File: config.mk
export PLATFORM = sky130hd
export DESIGN_NAME = max_heap_priority_queue_flat
export DESIGN_NICKNAME = d
export VERILOG_FILES = /design/src/rtl/core/mhpq_pkg.sv /design/src/rtl/core/mhpq_if.sv /design/src/rtl/core/max_heap_priority_queue.sv /design/src/rtl/core/mhpq_store.sv /design/src/rtl/core/mhpq_seq.sv /design/src/flat_wrapper.sv
export SDC_FILE = /design/constraint.sdc
export NUM_CORES = 2
export LEC_CHECK = 0
export BUFFER_PORTS_ARGS = -buffer_cell sky130_fd_sc_hd__buf_2
export CAP_MARGIN = 20
export CELL_PAD_IN_SITES_DETAIL_PLACEMENT = 1
export CELL_PAD_IN_SITES_GLOBAL_PLACEMENT = 1
export CORE_ASPECT_RATIO = 0.9
export CORE_UTILIZATION = 55
export CTS_BUF_LIST = sky130_fd_sc_hd__clkbuf_4
export CTS_CLUSTER_SIZE = 10
export DETAILED_ROUTE_END_ITERATION = 10
export PLACE_DENSITY = 0.8
export SYNTH_ARGS = -nofsm -noshare
export SYNTH_HDL_FRONTEND = slang
export SYNTH_SLANG_ARGS = --single-unit
export TNS_END_PERCENT = 20
File: constraint.sdc
create_clock -name clk -period 15.58 [get_ports clk]
set_clock_uncertainty 0.2 [all_clocks]
set_input_delay 2.337 -clock clk [delete_from_list [all_inputs] [get_ports clk]]
set_output_delay 2.337 -clock clk [all_outputs]
set_load 0.01 [all_outputs]
File: src/rtl/core/mhpq_pkg.sv
// Shared types and constants for the max-heap priority queue.
// Used by the channel interfaces, the sequencer, the top level and the checker.
// No dependencies.
package mhpq_pkg;

    localparam int CAPACITY_DEF   = 32;
    localparam int DATA_WIDTH_DEF = 32;

    localparam int VALUE_W  = 32;
    localparam int COUNT_W  = 6;
    localparam int STATUS_W = 2;

    localparam logic MODE_INSERT = 1'b0;
    localparam logic MODE_REMOVE = 1'b1;

    typedef enum logic [STATUS_W-1:0] {
        ST_INSERTED = 2'd0,
        ST_REMOVED  = 2'd1,
        ST_EMPTY    = 2'd2,
        ST_FULL     = 2'd3
    } status_t;

    typedef enum logic [3:0] {
        S_IDLE,
        S_INS_START,
        S_INS_CMP,
        S_RM_TOP,
        S_RM_LAST,
        S_RM_LEFT,
        S_RM_RIGHT,
        S_RM_CMP,
        S_RM_PUT,
        S_RESP
    } state_t;

    typedef struct packed {
        logic rd_en;
        logic wr_en;
    } mem_ctl_t;

    typedef struct packed {
        logic                valid;
        status_t             status;
        logic [VALUE_W-1:0]  removed_value;
        logic [COUNT_W-1:0]  entry_count;
    } resp_t;

endpackage

File: src/rtl/core/mhpq_if.sv
// Channel interfaces of the max-heap priority queue: request and response.
// Depends on mhpq_pkg for the payload widths.
interface mhpq_req_if;
    logic                                 valid;
    logic                                 ready;
    logic                                 mode;
    logic signed [mhpq_pkg::VALUE_W-1:0]  value;

    modport source (output valid, output mode, output value, input ready);
    modport sink   (input valid, input mode, input value, output ready);
endinterface

interface mhpq_rsp_if;
    logic                                 valid;
    logic                                 ready;
    logic [mhpq_pkg::STATUS_W-1:0]        status;
    logic signed [mhpq_pkg::VALUE_W-1:0]  removed_value;
    logic [mhpq_pkg::COUNT_W-1:0]         entry_count;

    modport source (output valid, output status, output removed_value, output entry_count,
                    input ready);
    modport sink   (input valid, input status, input removed_value, input entry_count,
                    output ready);
endinterface

File: src/rtl/core/max_heap_priority_queue.sv
// Top level of the max-heap priority queue: sequencer, heap store and the
// response register. Depends on mhpq_pkg, mhpq_if, mhpq_store and mhpq_seq.
//
//   Channel | Role   | Payload                            | Transaction
//   --------+--------+------------------------------------+----------------------
//   req     | sink   | mode, value                        | one insert or remove
//   rsp     | source | status, removed_value, entry_count | one result per request
//
// Insert: a start step, then one compare per level the value climbs. Remove: read the
// top, read the last entry, then per level visited a left read, a right read when present
// and a compare, plus a put when the entry settles at a leaf; full and empty cases go
// straight to the response. The registered-read store and the one shared comparator set
// these steps. req.ready is high only while idle; a second result holds the sequencer
// until the rsp register drains. Reset clears the count, the sequencer state and rsp.valid.
module max_heap_priority_queue #(
    parameter int CAPACITY   = mhpq_pkg::CAPACITY_DEF,
    parameter int DATA_WIDTH = mhpq_pkg::DATA_WIDTH_DEF
) (
    input  logic       clk,
    input  logic       rst_n,
    mhpq_req_if.sink   req,
    mhpq_rsp_if.source rsp
);

    localparam int AW = $clog2(CAPACITY);

    mhpq_pkg::mem_ctl_t  mem_ctl;
    logic [AW-1:0]       mem_rd_addr;
    logic [AW-1:0]       mem_wr_addr;
    logic [DATA_WIDTH-1:0] mem_wr_data;
    logic [DATA_WIDTH-1:0] mem_rd_data;
    mhpq_pkg::resp_t     resp;
    logic                resp_ready;

    logic                             out_valid_reg, out_valid_next;
    logic [mhpq_pkg::STATUS_W-1:0]    out_status_reg;
    logic [mhpq_pkg::VALUE_W-1:0]     out_removed_reg;
    logic [mhpq_pkg::COUNT_W-1:0]     out_count_reg;
    logic                             out_load;

    mhpq_seq #(
        .CAPACITY   (CAPACITY),
        .DATA_WIDTH (DATA_WIDTH)
    ) u_seq (
        .clk         (clk),
        .rst_n       (rst_n),
        .req         (req),
        .mem_ctl     (mem_ctl),
        .mem_rd_addr (mem_rd_addr),
        .mem_wr_addr (mem_wr_addr),
        .mem_wr_data (mem_wr_data),
        .mem_rd_data (mem_rd_data),
        .resp        (resp),
        .resp_ready  (resp_ready)
    );

    mhpq_store #(
        .CAPACITY   (CAPACITY),
        .DATA_WIDTH (DATA_WIDTH)
    ) u_store (
        .clk     (clk),
        .ctl     (mem_ctl),
        .rd_addr (mem_rd_addr),
        .wr_addr (mem_wr_addr),
        .wr_data (mem_wr_data),
        .rd_data (mem_rd_data)
    );

    // Take a new result when the register is empty or is being drained.
    assign resp_ready = !out_valid_reg || rsp.ready;
    assign out_load   = resp.valid && resp_ready;

    always_comb
    begin
        out_valid_next = out_valid_reg;
        if (out_load)
        begin
            out_valid_next = 1'b1;
        end
        else if (rsp.ready)
        begin
            out_valid_next = 1'b0;
        end
    end

    always_ff @(posedge clk or negedge rst_n)
    begin
        if (!rst_n)
        begin
            out_valid_reg <= 1'b0;
        end
        else
        begin
            out_valid_reg <= out_valid_next;
        end
    end

    always_ff @(posedge clk)
    begin
        if (out_load)
        begin
            out_status_reg  <= resp.status;
            out_removed_reg <= resp.removed_value;
            out_count_reg   <= resp.entry_count;
        end
    end

    assign rsp.valid         = out_valid_reg;
    assign rsp.status        = out_status_reg;
    assign rsp.removed_value = out_removed_reg;
    assign rsp.entry_count   = out_count_reg;

endmodule

File: src/rtl/core/mhpq_store.sv
// Heap storage: one write port and one read port with registered read data.
// Depends on mhpq_pkg for the port control struct.
module mhpq_store #(
    parameter int CAPACITY   = mhpq_pkg::CAPACITY_DEF,
    parameter int DATA_WIDTH = mhpq_pkg::DATA_WIDTH_DEF
) (
    input  logic                        clk,
    input  mhpq_pkg::mem_ctl_t          ctl,
    input  logic [$clog2(CAPACITY)-1:0] rd_addr,
    input  logic [$clog2(CAPACITY)-1:0] wr_addr,
    input  logic [DATA_WIDTH-1:0]       wr_data,
    output logic [DATA_WIDTH-1:0]       rd_data
);

    logic [DATA_WIDTH-1:0] mem [CAPACITY];
    logic [DATA_WIDTH-1:0] rd_data_reg;

    always_ff @(posedge clk)
    begin
        if (ctl.wr_en)
        begin
            mem[wr_addr] <= wr_data;
        end
        if (ctl.rd_en)
        begin
            rd_data_reg <= mem[rd_addr];
        end
    end

    assign rd_data = rd_data_reg;

endmodule

File: src/rtl/core/mhpq_seq.sv
// Sequencer of the max-heap priority queue: sift-up and sift-down over the
// heap store, driven through one shared key comparator.
// Depends on mhpq_pkg and mhpq_req_if.
module mhpq_seq #(
    parameter int CAPACITY   = mhpq_pkg::CAPACITY_DEF,
    parameter int DATA_WIDTH = mhpq_pkg::DATA_WIDTH_DEF
) (
    input  logic                        clk,
    input  logic                        rst_n,
    mhpq_req_if.sink                    req,
    output mhpq_pkg::mem_ctl_t          mem_ctl,
    output logic [$clog2(CAPACITY)-1:0] mem_rd_addr,
    output logic [$clog2(CAPACITY)-1:0] mem_wr_addr,
    output logic [DATA_WIDTH-1:0]       mem_wr_data,
    input  logic [DATA_WIDTH-1:0]       mem_rd_data,
    output mhpq_pkg::resp_t             resp,
    input  logic                        resp_ready
);

    localparam int AW   = $clog2(CAPACITY);
    localparam int PW   = $clog2(CAPACITY + 1);
    localparam int CW   = PW + 1;
    localparam int DW   = DATA_WIDTH;
    localparam int VW   = mhpq_pkg::VALUE_W;
    localparam int CNTW = mhpq_pkg::COUNT_W;
    localparam logic [DW-1:0] SIGN_BIT = DW'(1) << (DW - 1);

    mhpq_pkg::state_t  state_reg, state_next;
    mhpq_pkg::status_t status_reg, status_next;
    logic [PW-1:0]     count_reg, count_next;
    logic [PW-1:0]     pos_reg, pos_next;
    logic [PW-1:0]     child_reg, child_next;
    logic [PW-1:0]     best_pos_reg, best_pos_next;
    logic [DW-1:0]     key_reg, key_next;
    logic [DW-1:0]     best_reg, best_next;
    logic [DW-1:0]     top_reg, top_next;

    logic              accept;
    logic              full;
    logic [DW-1:0]     in_key;
    logic [DW-1:0]     cmp_a, cmp_b;
    logic              cmp_lt;
    logic [PW-1:0]     half_pos;
    logic [PW-1:0]     count_dec;
    logic [CW-1:0]     next_child;
    logic              next_child_ok;
    logic              right_exists;
    logic signed [DW-1:0] top_val;

    assign req.ready = (state_reg == mhpq_pkg::S_IDLE);
    assign accept    = req.valid && req.ready;
    assign full      = (count_reg == PW'(CAPACITY));
    // Keys carry the sign bit inverted so that an unsigned compare orders them.
    assign in_key    = DW'($unsigned(req.value)) ^ SIGN_BIT;

    assign half_pos      = pos_reg >> 1;
    assign count_dec     = count_reg - PW'(1);
    assign next_child    = {best_pos_reg, 1'b0};
    assign next_child_ok = (next_child <= {1'b0, count_reg});
    assign right_exists  = (child_reg < count_reg);

    // Shared comparator: every ordering decision goes through this one unit.
    always_comb
    begin
        unique case (state_reg)
            mhpq_pkg::S_RM_RIGHT:
            begin
                cmp_a = best_reg;
                cmp_b = mem_rd_data;
            end
            mhpq_pkg::S_RM_CMP:
            begin
                cmp_a = key_reg;
                cmp_b = best_reg;
            end
            default:
            begin
                cmp_a = mem_rd_data;
                cmp_b = key_reg;
            end
        endcase
    end

    assign cmp_lt = (cmp_a < cmp_b);

    // Next state
    always_comb
    begin
        state_next = state_reg;
        unique case (state_reg)
            mhpq_pkg::S_IDLE:
            begin
                if (accept)
                begin
                    if (req.mode == mhpq_pkg::MODE_INSERT)
                    begin
                        state_next = full ? mhpq_pkg::S_RESP : mhpq_pkg::S_INS_START;
                    end
                    else
                    begin
                        state_next = (count_reg == '0) ? mhpq_pkg::S_RESP
                                                       : mhpq_pkg::S_RM_TOP;
                    end
                end
            end
            mhpq_pkg::S_INS_START:
            begin
                state_next = (pos_reg == PW'(1)) ? mhpq_pkg::S_RESP : mhpq_pkg::S_INS_CMP;
            end
            mhpq_pkg::S_INS_CMP:
            begin
                if (!cmp_lt)
                begin
                    state_next = mhpq_pkg::S_RESP;
                end
                else if (half_pos == PW'(1))
                begin
                    state_next = mhpq_pkg::S_INS_START;
                end
            end
            mhpq_pkg::S_RM_TOP:
            begin
                state_next = mhpq_pkg::S_RM_LAST;
            end
            mhpq_pkg::S_RM_LAST:
            begin
                state_next = (count_dec <= PW'(1)) ? mhpq_pkg::S_RESP : mhpq_pkg::S_RM_LEFT;
            end
            mhpq_pkg::S_RM_LEFT:
            begin
                state_next = right_exists ? mhpq_pkg::S_RM_RIGHT : mhpq_pkg::S_RM_CMP;
            end
            mhpq_pkg::S_RM_RIGHT:
            begin
                state_next = mhpq_pkg::S_RM_CMP;
            end
            mhpq_pkg::S_RM_CMP:
            begin
                if (!cmp_lt)
                begin
                    state_next = mhpq_pkg::S_RESP;
                end
                else
                begin
                    state_next = next_child_ok ? mhpq_pkg::S_RM_LEFT : mhpq_pkg::S_RM_PUT;
                end
            end
            mhpq_pkg::S_RM_PUT:
            begin
                state_next = mhpq_pkg::S_RESP;
            end
            mhpq_pkg::S_RESP:
            begin
                if (resp_ready)
                begin
                    state_next = mhpq_pkg::S_IDLE;
                end
            end
            default:
            begin
                state_next = mhpq_pkg::S_IDLE;
            end
        endcase
    end

    // Datapath and store control
    always_comb
    begin
        status_next   = status_reg;
        count_next    = count_reg;
        pos_next      = pos_reg;
        child_next    = child_reg;
        best_pos_next = best_pos_reg;
        key_next      = key_reg;
        best_next     = best_reg;
        top_next      = top_reg;
        mem_ctl       = '0;
        mem_rd_addr   = '0;
        mem_wr_addr   = AW'(pos_reg - PW'(1));
        mem_wr_data   = key_reg;

        unique case (state_reg)
            mhpq_pkg::S_IDLE:
            begin
                if (accept)
                begin
                    if (req.mode == mhpq_pkg::MODE_INSERT)
                    begin
                        if (full)
                        begin
                            status_next = mhpq_pkg::ST_FULL;
                        end
                        else
                        begin
                            status_next = mhpq_pkg::ST_INSERTED;
                            count_next  = count_reg + PW'(1);
                            pos_next    = count_reg + PW'(1);
                            key_next    = in_key;
                        end
                    end
                    else if (count_reg == '0)
                    begin
                        status_next = mhpq_pkg::ST_EMPTY;
                    end
                    else
                    begin
                        status_next   = mhpq_pkg::ST_REMOVED;
                        mem_ctl.rd_en = 1'b1;
                        mem_rd_addr   = '0;
                    end
                end
            end
            mhpq_pkg::S_INS_START:
            begin
                if (pos_reg == PW'(1))
                begin
                    mem_ctl.wr_en = 1'b1;
                end
                else
                begin
                    mem_ctl.rd_en = 1'b1;
                    mem_rd_addr   = AW'(half_pos - PW'(1));
                end
            end
            mhpq_pkg::S_INS_CMP:
            begin
                mem_ctl.wr_en = 1'b1;
                if (cmp_lt)
                begin
                    // Parent is smaller: move it down and climb one level.
                    mem_wr_data = mem_rd_data;
                    pos_next    = half_pos;
                    if (half_pos != PW'(1))
                    begin
                        mem_ctl.rd_en = 1'b1;
                        mem_rd_addr   = AW'((half_pos >> 1) - PW'(1));
                    end
                end
            end
            mhpq_pkg::S_RM_TOP:
            begin
                top_next      = mem_rd_data;
                mem_ctl.rd_en = 1'b1;
                mem_rd_addr   = AW'(count_reg - PW'(1));
            end
            mhpq_pkg::S_RM_LAST:
            begin
                key_next   = mem_rd_data;
                count_next = count_dec;
                pos_next   = PW'(1);
                child_next = PW'(2);
                if (count_dec == PW'(1))
                begin
                    mem_ctl.wr_en = 1'b1;
                    mem_wr_addr   = '0;
                    mem_wr_data   = mem_rd_data;
                end
                else if (count_dec != '0)
                begin
                    mem_ctl.rd_en = 1'b1;
                    mem_rd_addr   = AW'(1);
                end
            end
            mhpq_pkg::S_RM_LEFT:
            begin
                best_next     = mem_rd_data;
                best_pos_next = child_reg;
                if (right_exists)
                begin
                    mem_ctl.rd_en = 1'b1;
                    mem_rd_addr   = AW'(child_reg);
                end
            end
            mhpq_pkg::S_RM_RIGHT:
            begin
                // Right child wins only when strictly larger.
                if (cmp_lt)
                begin
                    best_next     = mem_rd_data;
                    best_pos_next = child_reg + PW'(1);
                end
            end
            mhpq_pkg::S_RM_CMP:
            begin
                mem_ctl.wr_en = 1'b1;
                if (cmp_lt)
                begin
                    mem_wr_data = best_reg;
                    pos_next    = best_pos_reg;
                    if (next_child_ok)
                    begin
                        child_next    = PW'(next_child);
                        mem_ctl.rd_en = 1'b1;
                        mem_rd_addr   = AW'(next_child - CW'(1));
                    end
                end
            end
            mhpq_pkg::S_RM_PUT:
            begin
                mem_ctl.wr_en = 1'b1;
            end
            mhpq_pkg::S_RESP:
            begin
                mem_ctl = '0;
            end
            default:
            begin
                mem_ctl = '0;
            end
        endcase
    end

    always_ff @(posedge clk or negedge rst_n)
    begin
        if (!rst_n)
        begin
            state_reg <= mhpq_pkg::S_IDLE;
            count_reg <= '0;
        end
        else
        begin
            state_reg <= state_next;
            count_reg <= count_next;
        end
    end

    always_ff @(posedge clk)
    begin
        status_reg   <= status_next;
        pos_reg      <= pos_next;
        child_reg    <= child_next;
        best_pos_reg <= best_pos_next;
        key_reg      <= key_next;
        best_reg     <= best_next;
        top_reg      <= top_next;
    end

    assign top_val            = $signed(top_reg ^ SIGN_BIT);
    assign resp.valid         = (state_reg == mhpq_pkg::S_RESP);
    assign resp.status        = status_reg;
    assign resp.removed_value = (status_reg == mhpq_pkg::ST_REMOVED) ? VW'(top_val) : '0;
    assign resp.entry_count   = CNTW'(count_reg);

endmodule

File: src/flat_wrapper.sv
// flat-port wrapper written by rule: the top's interface ports become plain ports
module max_heap_priority_queue_flat 
#(
    parameter int CAPACITY   = mhpq_pkg::CAPACITY_DEF,
    parameter int DATA_WIDTH = mhpq_pkg::DATA_WIDTH_DEF
)
  (clk, rst_n, req_valid, req_mode, req_value, req_ready, rsp_valid, rsp_status, rsp_removed_value, rsp_entry_count, rsp_ready);
  mhpq_req_if req_i ();
  mhpq_rsp_if rsp_i ();
  input  logic clk;
  input  logic rst_n;
  input wire logic [$bits(req_i.valid)-1:0] req_valid;
  input wire logic [$bits(req_i.mode)-1:0] req_mode;
  input wire logic [$bits(req_i.value)-1:0] req_value;
  output wire logic [$bits(req_i.ready)-1:0] req_ready;
  output wire logic [$bits(rsp_i.valid)-1:0] rsp_valid;
  output wire logic [$bits(rsp_i.status)-1:0] rsp_status;
  output wire logic [$bits(rsp_i.removed_value)-1:0] rsp_removed_value;
  output wire logic [$bits(rsp_i.entry_count)-1:0] rsp_entry_count;
  input wire logic [$bits(rsp_i.ready)-1:0] rsp_ready;
  assign req_i.valid = req_valid;
  assign req_i.mode = req_mode;
  assign req_i.value = req_value;
  assign req_ready = req_i.ready;
  assign rsp_valid = rsp_i.valid;
  assign rsp_status = rsp_i.status;
  assign rsp_removed_value = rsp_i.removed_value;
  assign rsp_entry_count = rsp_i.entry_count;
  assign rsp_i.ready = rsp_ready;
  max_heap_priority_queue #(.CAPACITY(CAPACITY), .DATA_WIDTH(DATA_WIDTH)) u_core (.clk(clk), .rst_n(rst_n), .req(req_i), .rsp(rsp_i));
endmodule
After elaboration in Yosys (flattened, before gate mapping)
Memory sizes are Yosys's and may differ from the RTL's. A register that Yosys moved wholly into a read port is not among the register bits.
Index checks and enable logic that the tools add are counted.
W data, S select, Z words.
{"block": "op_classes", "add_sub_neg": 7, "magnitude_cmp": 4, "n_eq_ne": 24, "mux": 70, "bitwise": 2, "n_reduce_logical": 19}
{"operator": "$pmux W32 S2", "count": 4}
{"operator": "$mux W32", "count": 7}
{"operator": "$pmux W32 S3", "count": 1}
{"operator": "$mux W6", "count": 8}
{"operator": "$mux W5", "count": 9}
{"operator": "$mux W4", "count": 11}
{"operator": "$pmux W4 S10", "count": 1}
{"operator": "$pmux W6 S2", "count": 3}
{"operator": "$lt A32 B32 Y1", "count": 1}
{"operator": "$pmux W5 S6", "count": 1}
{"operator": "$pmux W6 S4", "count": 1}
{"operator": "$mux W1", "count": 19}
{"operator": "$eq A4 B3 Y1 const B", "count": 4}
{"operator": "$sub A5 B1 Y5 const B", "count": 3}
{"operator": "$ne A2 B2 Y1 const B", "count": 7}
{"operator": "$add A6 B1 Y6 const B", "count": 2}
{"operator": "$eq A6 B1 Y1 const B", "count": 2}
{"operator": "$eq A4 B2 Y1 const B", "count": 2}
{"operator": "$eq A4 B4 Y1 const B", "count": 2}
{"operator": "$reduce_bool A2 Y1", "count": 4}
{"operator": "$le A7 B6 Y1", "count": 1}
{"operator": "$pmux W1 S7", "count": 1}
{"operator": "$eq A6 B6 Y1 const B", "count": 1}
{"operator": "$le A6 B1 Y1 const B", "count": 1}
{"operator": "other kinds (24)", "count": 30}
{"block": "totals", "regBits": 167, "mem_bits_rw": 1024, "out_inout_bits": 42, "n_memories": 1}
{"name": "u_core.u_store.mem", "words": 32, "width": 32, "rd": 1, "rd_ports_with_merged_regs": 1, "write_ports": 1, "line": "mhpq_store.sv:15", "source": "logic [DATA_WIDTH-1:0] mem [CAPACITY];"}

Logic depth before layout (Yosys ltp)
{"block": "logic_depth", "word_depth": 6, "ltp_mapped": 20}

Modules after synthesis
Synthesis repeated with hierarchy kept, for this count alone.
{"block": "unflattened", "cells_unflattened": 3226, "hier_area_um2": 50651.1}
{"module": "mhpq_store", "instances": 1, "cells_per_inst": 2260, "area_each_um2": 40812.9, "seq_area_each_um2": 31710.4}
{"module": "mhpq_seq", "instances": 1, "cells_per_inst": 922, "area_each_um2": 8583.2, "seq_area_each_um2": 3703.6}
{"module": "max_heap_priority_queue", "instances": 1, "cells_per_inst": 44, "area_each_um2": 1255.0, "seq_area_each_um2": 1226.2}

Worst setup path after synthesis
Ideal clock, no wire load.
{"block": "synth_path", "kind": "register -> register", "from": "reg u_core.u_seq.count_reg[0]", "to": "mem u_core.u_store.mem[4][0] (netlist name), enable pin", "setup_time_ps": 513, "arrival_ps": 5140, "path_slack_ps": 9727, "path_stages_with_launch": 10, "path_buffers": 0, "synth_period_minus_slack_ps": 5853, "path_cell_list": "dfrtp_1 inv_1 ha_1 and3b_1 a31oi_1 nor3_1 and3_1 nor2b_1 nand2_1 nor4b_1"}
{"block": "synth_via", "elab_chain_cells": 6, "elab_cells_between_ends": 8}
{"item": "start, declared", "line": "mhpq_seq.sv:30", "source": "logic [PW-1:0] count_reg, count_next;"}
{"item": "start signal, assigned", "line": "mhpq_seq.sv:323", "source": "count_reg <= count_next;"}
{"item": "$sub A6 B1 Y6 (*)"}
{"item": "$eq A6 B1 Y1 (*)", "line": "mhpq_seq.sv:252", "source": "if (count_dec == PW'(1))"}
{"item": "$mux W1", "line": "mhpq_seq.sv:252"}
{"item": "$pmux W1 S3", "line": "mhpq_seq.sv:182", "source": "unique case (state_reg)"}
{"item": "$mux W1", "line": "mhpq_store.sv:20", "source": "if (ctl.wr_en)"}
{"item": "$mux W1 (not written as such)", "line": "mhpq_store.sv:22", "source": "mem[wr_addr] <= wr_data;"}
{"item": "end, declared", "line": "mhpq_store.sv:15"}
Every way passes the cells marked *; elsewhere a longest branch is shown, timed or not.

Final worst setup path
{"block": "layout_path", "from": "reg u_core.u_seq.state_reg[3]", "to": "reg u_core.u_store.rd_data_reg[5], in the netlist u_core.u_store.rd_data[5] (read register of u_core.u_store.mem), data pin"}
{"block": "layout_via", "elab_chain_cells": 5, "elab_cells_between_ends": 19}
{"item": "start, declared", "line": "mhpq_seq.sv:28", "source": "mhpq_pkg::state_t state_reg, state_next;"}
{"item": "start signal, assigned", "line": "mhpq_seq.sv:317", "source": "state_reg <= mhpq_pkg::S_IDLE;"}
{"item": "start signal, assigned", "line": "mhpq_seq.sv:322", "source": "state_reg <= state_next;"}
{"item": "$eq A4 B3 Y1, on equally long branches", "line": "mhpq_seq.sv:65, mhpq_seq.sv:182"}
{"item": "$pmux W32 S2", "line": "mhpq_seq.sv:65", "source": "unique case (state_reg)"}
{"item": "$lt A32 B32 Y1", "line": "mhpq_seq.sv:84", "source": "assign cmp_lt = (cmp_a < cmp_b);"}
{"item": "$mux W1, or another cell as far along", "line": "mhpq_seq.sv:286", "source": "if (cmp_lt)"}
{"item": "$pmux W1 S7 or $pmux W5 S6 (tied branches)", "line": "mhpq_seq.sv:182"}
{"item": "end, declared", "line": "mhpq_store.sv:16", "source": "logic [DATA_WIDTH-1:0] rd_data_reg;"}
Several ways; a longest one is shown, not always the timed one.
A chain may end at the register's enable or synchronous reset.

==> out/qor.json <==
{
  "outcome": {"value": "completed"},
  "synth-compound-area-share": {"value": 11.6, "unit": "%"},
  "synth_area_per_cell": {"value": 13.5, "unit": "µm²"},
  "multiInputGateArea": {"value": 12700, "unit": "µm²"},
  "holdBufCountCts": {"value": 0},
  "synthMuxAreaShare": {"value": 1.25, "unit": "%"},
  "synth_nets": {"value": 3827},
  "die_h": {"value": 289, "unit": "µm"},
  "max_cap_violations": {"value": 0},
  "clock_path_buffers": {"value": 4},
  "timing.hold.worst.class": {"value": "flip-flop to flip-flop"},
  "grt_setup_unrepaired": {"value": "no"},
  "post_layout_minimum_cycle_time": {"value": 8.71, "unit": "ns"},
  "clk_pwr_share": {"value": 19.7, "unit": "%"},
  "synth_ff_type": {"value": "sky130_fd_sc_hd__edfxtp_1"},
  "worst-endpoint-arrival": {"value": 9.49, "unit": "ns"},
  "sw_ratio": {"value": 44.4, "unit": "%"},
  "globalRouteOverflowTotal": {"value": 0},
  "detailedRoute.firstIterationViolations": {"value": 5121},
  "synth_top_family_by_area": {"value": "compound AO/OA/AOI/OAI gates"},
  "sequential_cell_area_fraction_in_the_yosys_report": {"value": 72.7, "unit": "%"},
  "yosys.area_share.xor_xnor": {"value": 0.365, "unit": "%"},
  "nNetsFinal": {"value": 4065},
  "synthToLayoutAreaGrowth": {"value": 11.8, "unit": "%"},
  "timing.max_slew.rel_slack": {"value": 21.0, "unit": "%"},
  "worst_pin_slew": {"value": 1.18, "unit": "ns"},
  "hold_slack": {"value": 0.266, "unit": "ns"},
  "timing.setup.critical_path_class": {"value": "flip-flop to flip-flop"},
  "effective_utilization_at_floorplan": {"value": 56.0, "unit": "%"},
  "synth.cell_area": {"value": 50400, "unit": "µm²"},
  "drc": {"value": 0},
  "floorplan.core_area": {"value": 90000, "unit": "µm²"},
  "clock-sinks": {"value": 1222},
  "cp-end-kind": {"value": "flip-flop"},
  "seqPwrFrac": {"value": 35.4, "unit": "%"},
  "drt_pre_antenna_iters": {"value": 6},
  "area.sequential": {"value": 36600, "unit": "µm²"},
  "number_of_flip_flops_in_the_largest_register": {"value": 1024},
  "cts.repair_timing.setup_buffer_count": {"value": 0},
  "fmax": {"value": 115, "unit": "MHz"},
  "synth_cell_types": {"value": 68},
  "final_layout_size_suffix_gt1_share": {"value": 18.0, "unit": "%"},
  "antenna_found_initial": {"value": 4},
  "detail_route.wirelength": {"value": 170000, "unit": "µm"},
  "largest_net_degree_at_the_start_of_global_routing": {"value": 223},
  "detailed_place_hpwl": {"value": 87100, "unit": "µm"},
  "grt_pass1_wl": {"value": 241000, "unit": "µm"},
  "timing.critical_path.from_type": {"value": "flip-flop"},
  "synth_top_area_cell": {"value": "sky130_fd_sc_hd__edfxtp_1"},
  "fp-row-count": {"value": 104},
  "post_drt_via_cell_ratio": {"value": 6.75},
  "p_int": {"value": 7.79, "unit": "mW"},
  "registers.top_by_ff_count": {"value": "u_core.u_store.mem"},
  "cts_root_buf": {"value": "sky130_fd_sc_hd__clkbuf_4"},
  "synth_adder_area_share": {"value": 1.29, "unit": "%"},
  "async_reset_ff_share": {"value": 0.900, "unit": "%"},
  "synth_cells": {"value": 3738},
  "post_synth_and_or_nand_nor_area_fraction": {"value": 9.92, "unit": "%"},
  "cts.reportedPaths.clkPinSlew": {"value": 0.07, "unit": "ns"},
  "tritoncts": {"value": "done"},
  "worst-endpoint-required": {"value": 16.36, "unit": "ns"},
  "postRouteAntennaNets": {"value": 0},
  "post_drt_wl_per_cell": {"value": 31.5, "unit": "µm"},
  "switching_power": {"value": 6.22, "unit": "mW"},
  "timing_hold_violations_final": {"value": 0},
  "synth.cells.most_frequent": {"value": "1211 x sky130_fd_sc_hd__edfxtp_1, 810 x sky130_fd_sc_hd__nand2_1, 321 x sky130_fd_sc_hd__a21oi_1"},
  "yosys_warnings": {"value": 0},
  "n_fill_cell": {"value": 8655},
  "final.period_utilization": {"value": 55.9, "unit": "%"},
  "pwr-share-comb": {"value": 44.9, "unit": "%"},
  "io_buffer_count": {"value": 78},
  "worst_skew_pair.late_latency": {"value": 1.21, "unit": "ns"},
  "pin_count": {"value": 79},
  "setup_viol": {"value": 0},
  "synthTopCellsByArea": {"value": "sky130_fd_sc_hd__edfxtp_1 72%, sky130_fd_sc_hd__nand2_1 6.0%, sky130_fd_sc_hd__a32oi_1 4.4%, sky130_fd_sc_hd__a21oi_1 3.2%, sky130_fd_sc_hd__o22ai_1 1.7%"},
  "via_count_of_the_first_global_routing_pass": {"value": 37246},
  "dieWidth": {"value": 321, "unit": "µm"},
  "synth_enable_flop_cells": {"value": 1211},
  "yosysMostFrequentCell": {"value": "sky130_fd_sc_hd__edfxtp_1"},
  "synth.top_cell.area_share": {"value": 72.1, "unit": "%"},
  "critical_path.max_fanout": {"value": 105},
  "synth.ff_latch_count": {"value": 1222},
  "die_area": {"value": 92900, "unit": "µm²"},
  "globalRouteTotalUtil": {"value": 35.9, "unit": "%"},
  "p_leak": {"value": 19.2, "unit": "nW"},
  "cts_made_buffers": {"value": 322},
  "ctsResizeCount": {"value": 0},
  "ir_drop": {"value": 0.286, "unit": "mV"},
  "ctsHtreeMaxLevel": {"value": 5},
  "place_congestion": {"value": 0.847},
  "timing.final.max_slew_violations": {"value": 0},
  "setup-tns-final": {"value": 0, "unit": "ns"},
  "p_per_area": {"value": 248, "unit": "nW/µm²"},
  "detailroute.via_count": {"value": 36371}
}
[placed cells by master, fill, tap and decap left out, drive strengths merged, types with 7 or more instances in the layout]
master and n:
a21oi 321, a22oi 33, a32oi 256, and2 38, buf 178, clkbuf 456, clkinv 43, dfrtp 11
diode 7, edfxtp 1211, ha 52, inv 58, mux2i 63, nand2 810, nand3 145, nand4 8
nor2 98, nor2b 12, nor3 9, nor4 33, o211ai 7, o21ai 85, o22ai 137, xnor2 19
[metrics by stage]
step                      setup WS (ns)  instance area, µm²  power [mW]  instances  util, %
after global placement             7.64               52100        10.6       4842     57.8
after floorplan                    9.73               50400        8.87       3738        -
after detailed placement           7.07               52200        10.9       4849     58.0
after CTS                          7.04               56000        13.7       5360     62.2
after global routing               6.57               56400        14.5       5389     62.6
final                              6.87               56400        14.0       5389     62.6
[per-layer routing]
layer  up-vias  track usage (%)  share of wire, %
met5         -                0                 0
met3       580             7.45                11
met4         0             20.1               5.7
met1     18334             46.5                37
li1      14905                -                 -
met2      2552             57.0                47
[power by group through the flow]
| stage | registers (mW) | logic, mW | clock network (mW) |
|---|---|---|---|
| final | 4.96 | 6.29 | 2.76 |
| after global routing | 4.97 | 6.62 | 2.92 |
| after CTS | 4.96 | 5.99 | 2.77 |
| after detailed placement | 5.02 | 5.92 | 0 |
| after global placement | 5.00 | 5.59 | 0 |
| after floorplan | 4.86 | 4.01 | 0 |
[worst max-delay path, stage by stage, from the launching register on]
cell and delay, ns:
sky130_fd_sc_hd__dfrtp_1 0.65, sky130_fd_sc_hd__nand3b_1 0.69, sky130_fd_sc_hd__buf_4 0.85, sky130_fd_sc_hd__nor2_1 0.14
sky130_fd_sc_hd__a21oi_1 0.18, sky130_fd_sc_hd__ha_1 0.29, sky130_fd_sc_hd__a211oi_1 0.25, sky130_fd_sc_hd__o211ai_1 0.13
sky130_fd_sc_hd__o221a_2 0.28, sky130_fd_sc_hd__nor3_2 0.80, sky130_fd_sc_hd__a32o_4 1.01, sky130_fd_sc_hd__buf_4 0.89
sky130_fd_sc_hd__buf_4 0.64, sky130_fd_sc_hd__buf_16 0.34, sky130_fd_sc_hd__a21oi_1 0.10, sky130_fd_sc_hd__a32oi_1 0.27
sky130_fd_sc_hd__o22ai_1 0.18, sky130_fd_sc_hd__nor4_1 0.42
[final timing paths]
check,from,end,slack [ns],depth (start not counted)
worst max-delay path,u_core.u_seq.state_reg[3],u_core.u_store.rd_data[5],6.87,17
worst min-delay path,u_core.u_seq.child_reg[5],u_core.u_seq.best_pos_reg[5],0.27,0
worst max register to register,u_core.u_seq.state_reg[3],u_core.u_store.rd_data[5],6.87,17
worst min register to register,u_core.u_seq.child_reg[5],u_core.u_seq.best_pos_reg[5],0.27,0
max in group asynchronous,rst_n,u_core.u_seq.state_reg[0],14.09,1
min in group asynchronous,rst_n,u_core.u_seq.count_reg[0],0.81,1
[cell families (layout without fill, tap and decap cells)]
kind of cell	count (synthesis)	after routing
flops	1222	1222
simple gates	1181	1181
compound gates	882	882
buf+inv	317	742
mux	63	63
fa+ha+maj	52	52
xor+xnor	21	21
other cells	0	7
[area by class of cell]
class / count / area share (%)
clock buffer: 456 / 6.07
timing repair buffer: 178 / 2.55
multi-input combinational: 2199 / 22.6
inverter: 53 / 0.353
sequential: 1222 / 65.0
tap: 1219 / 2.71
clock inverter: 55 / 0.659
antenna: 7 / 0.0311
(Power assumes the default switching activity.)
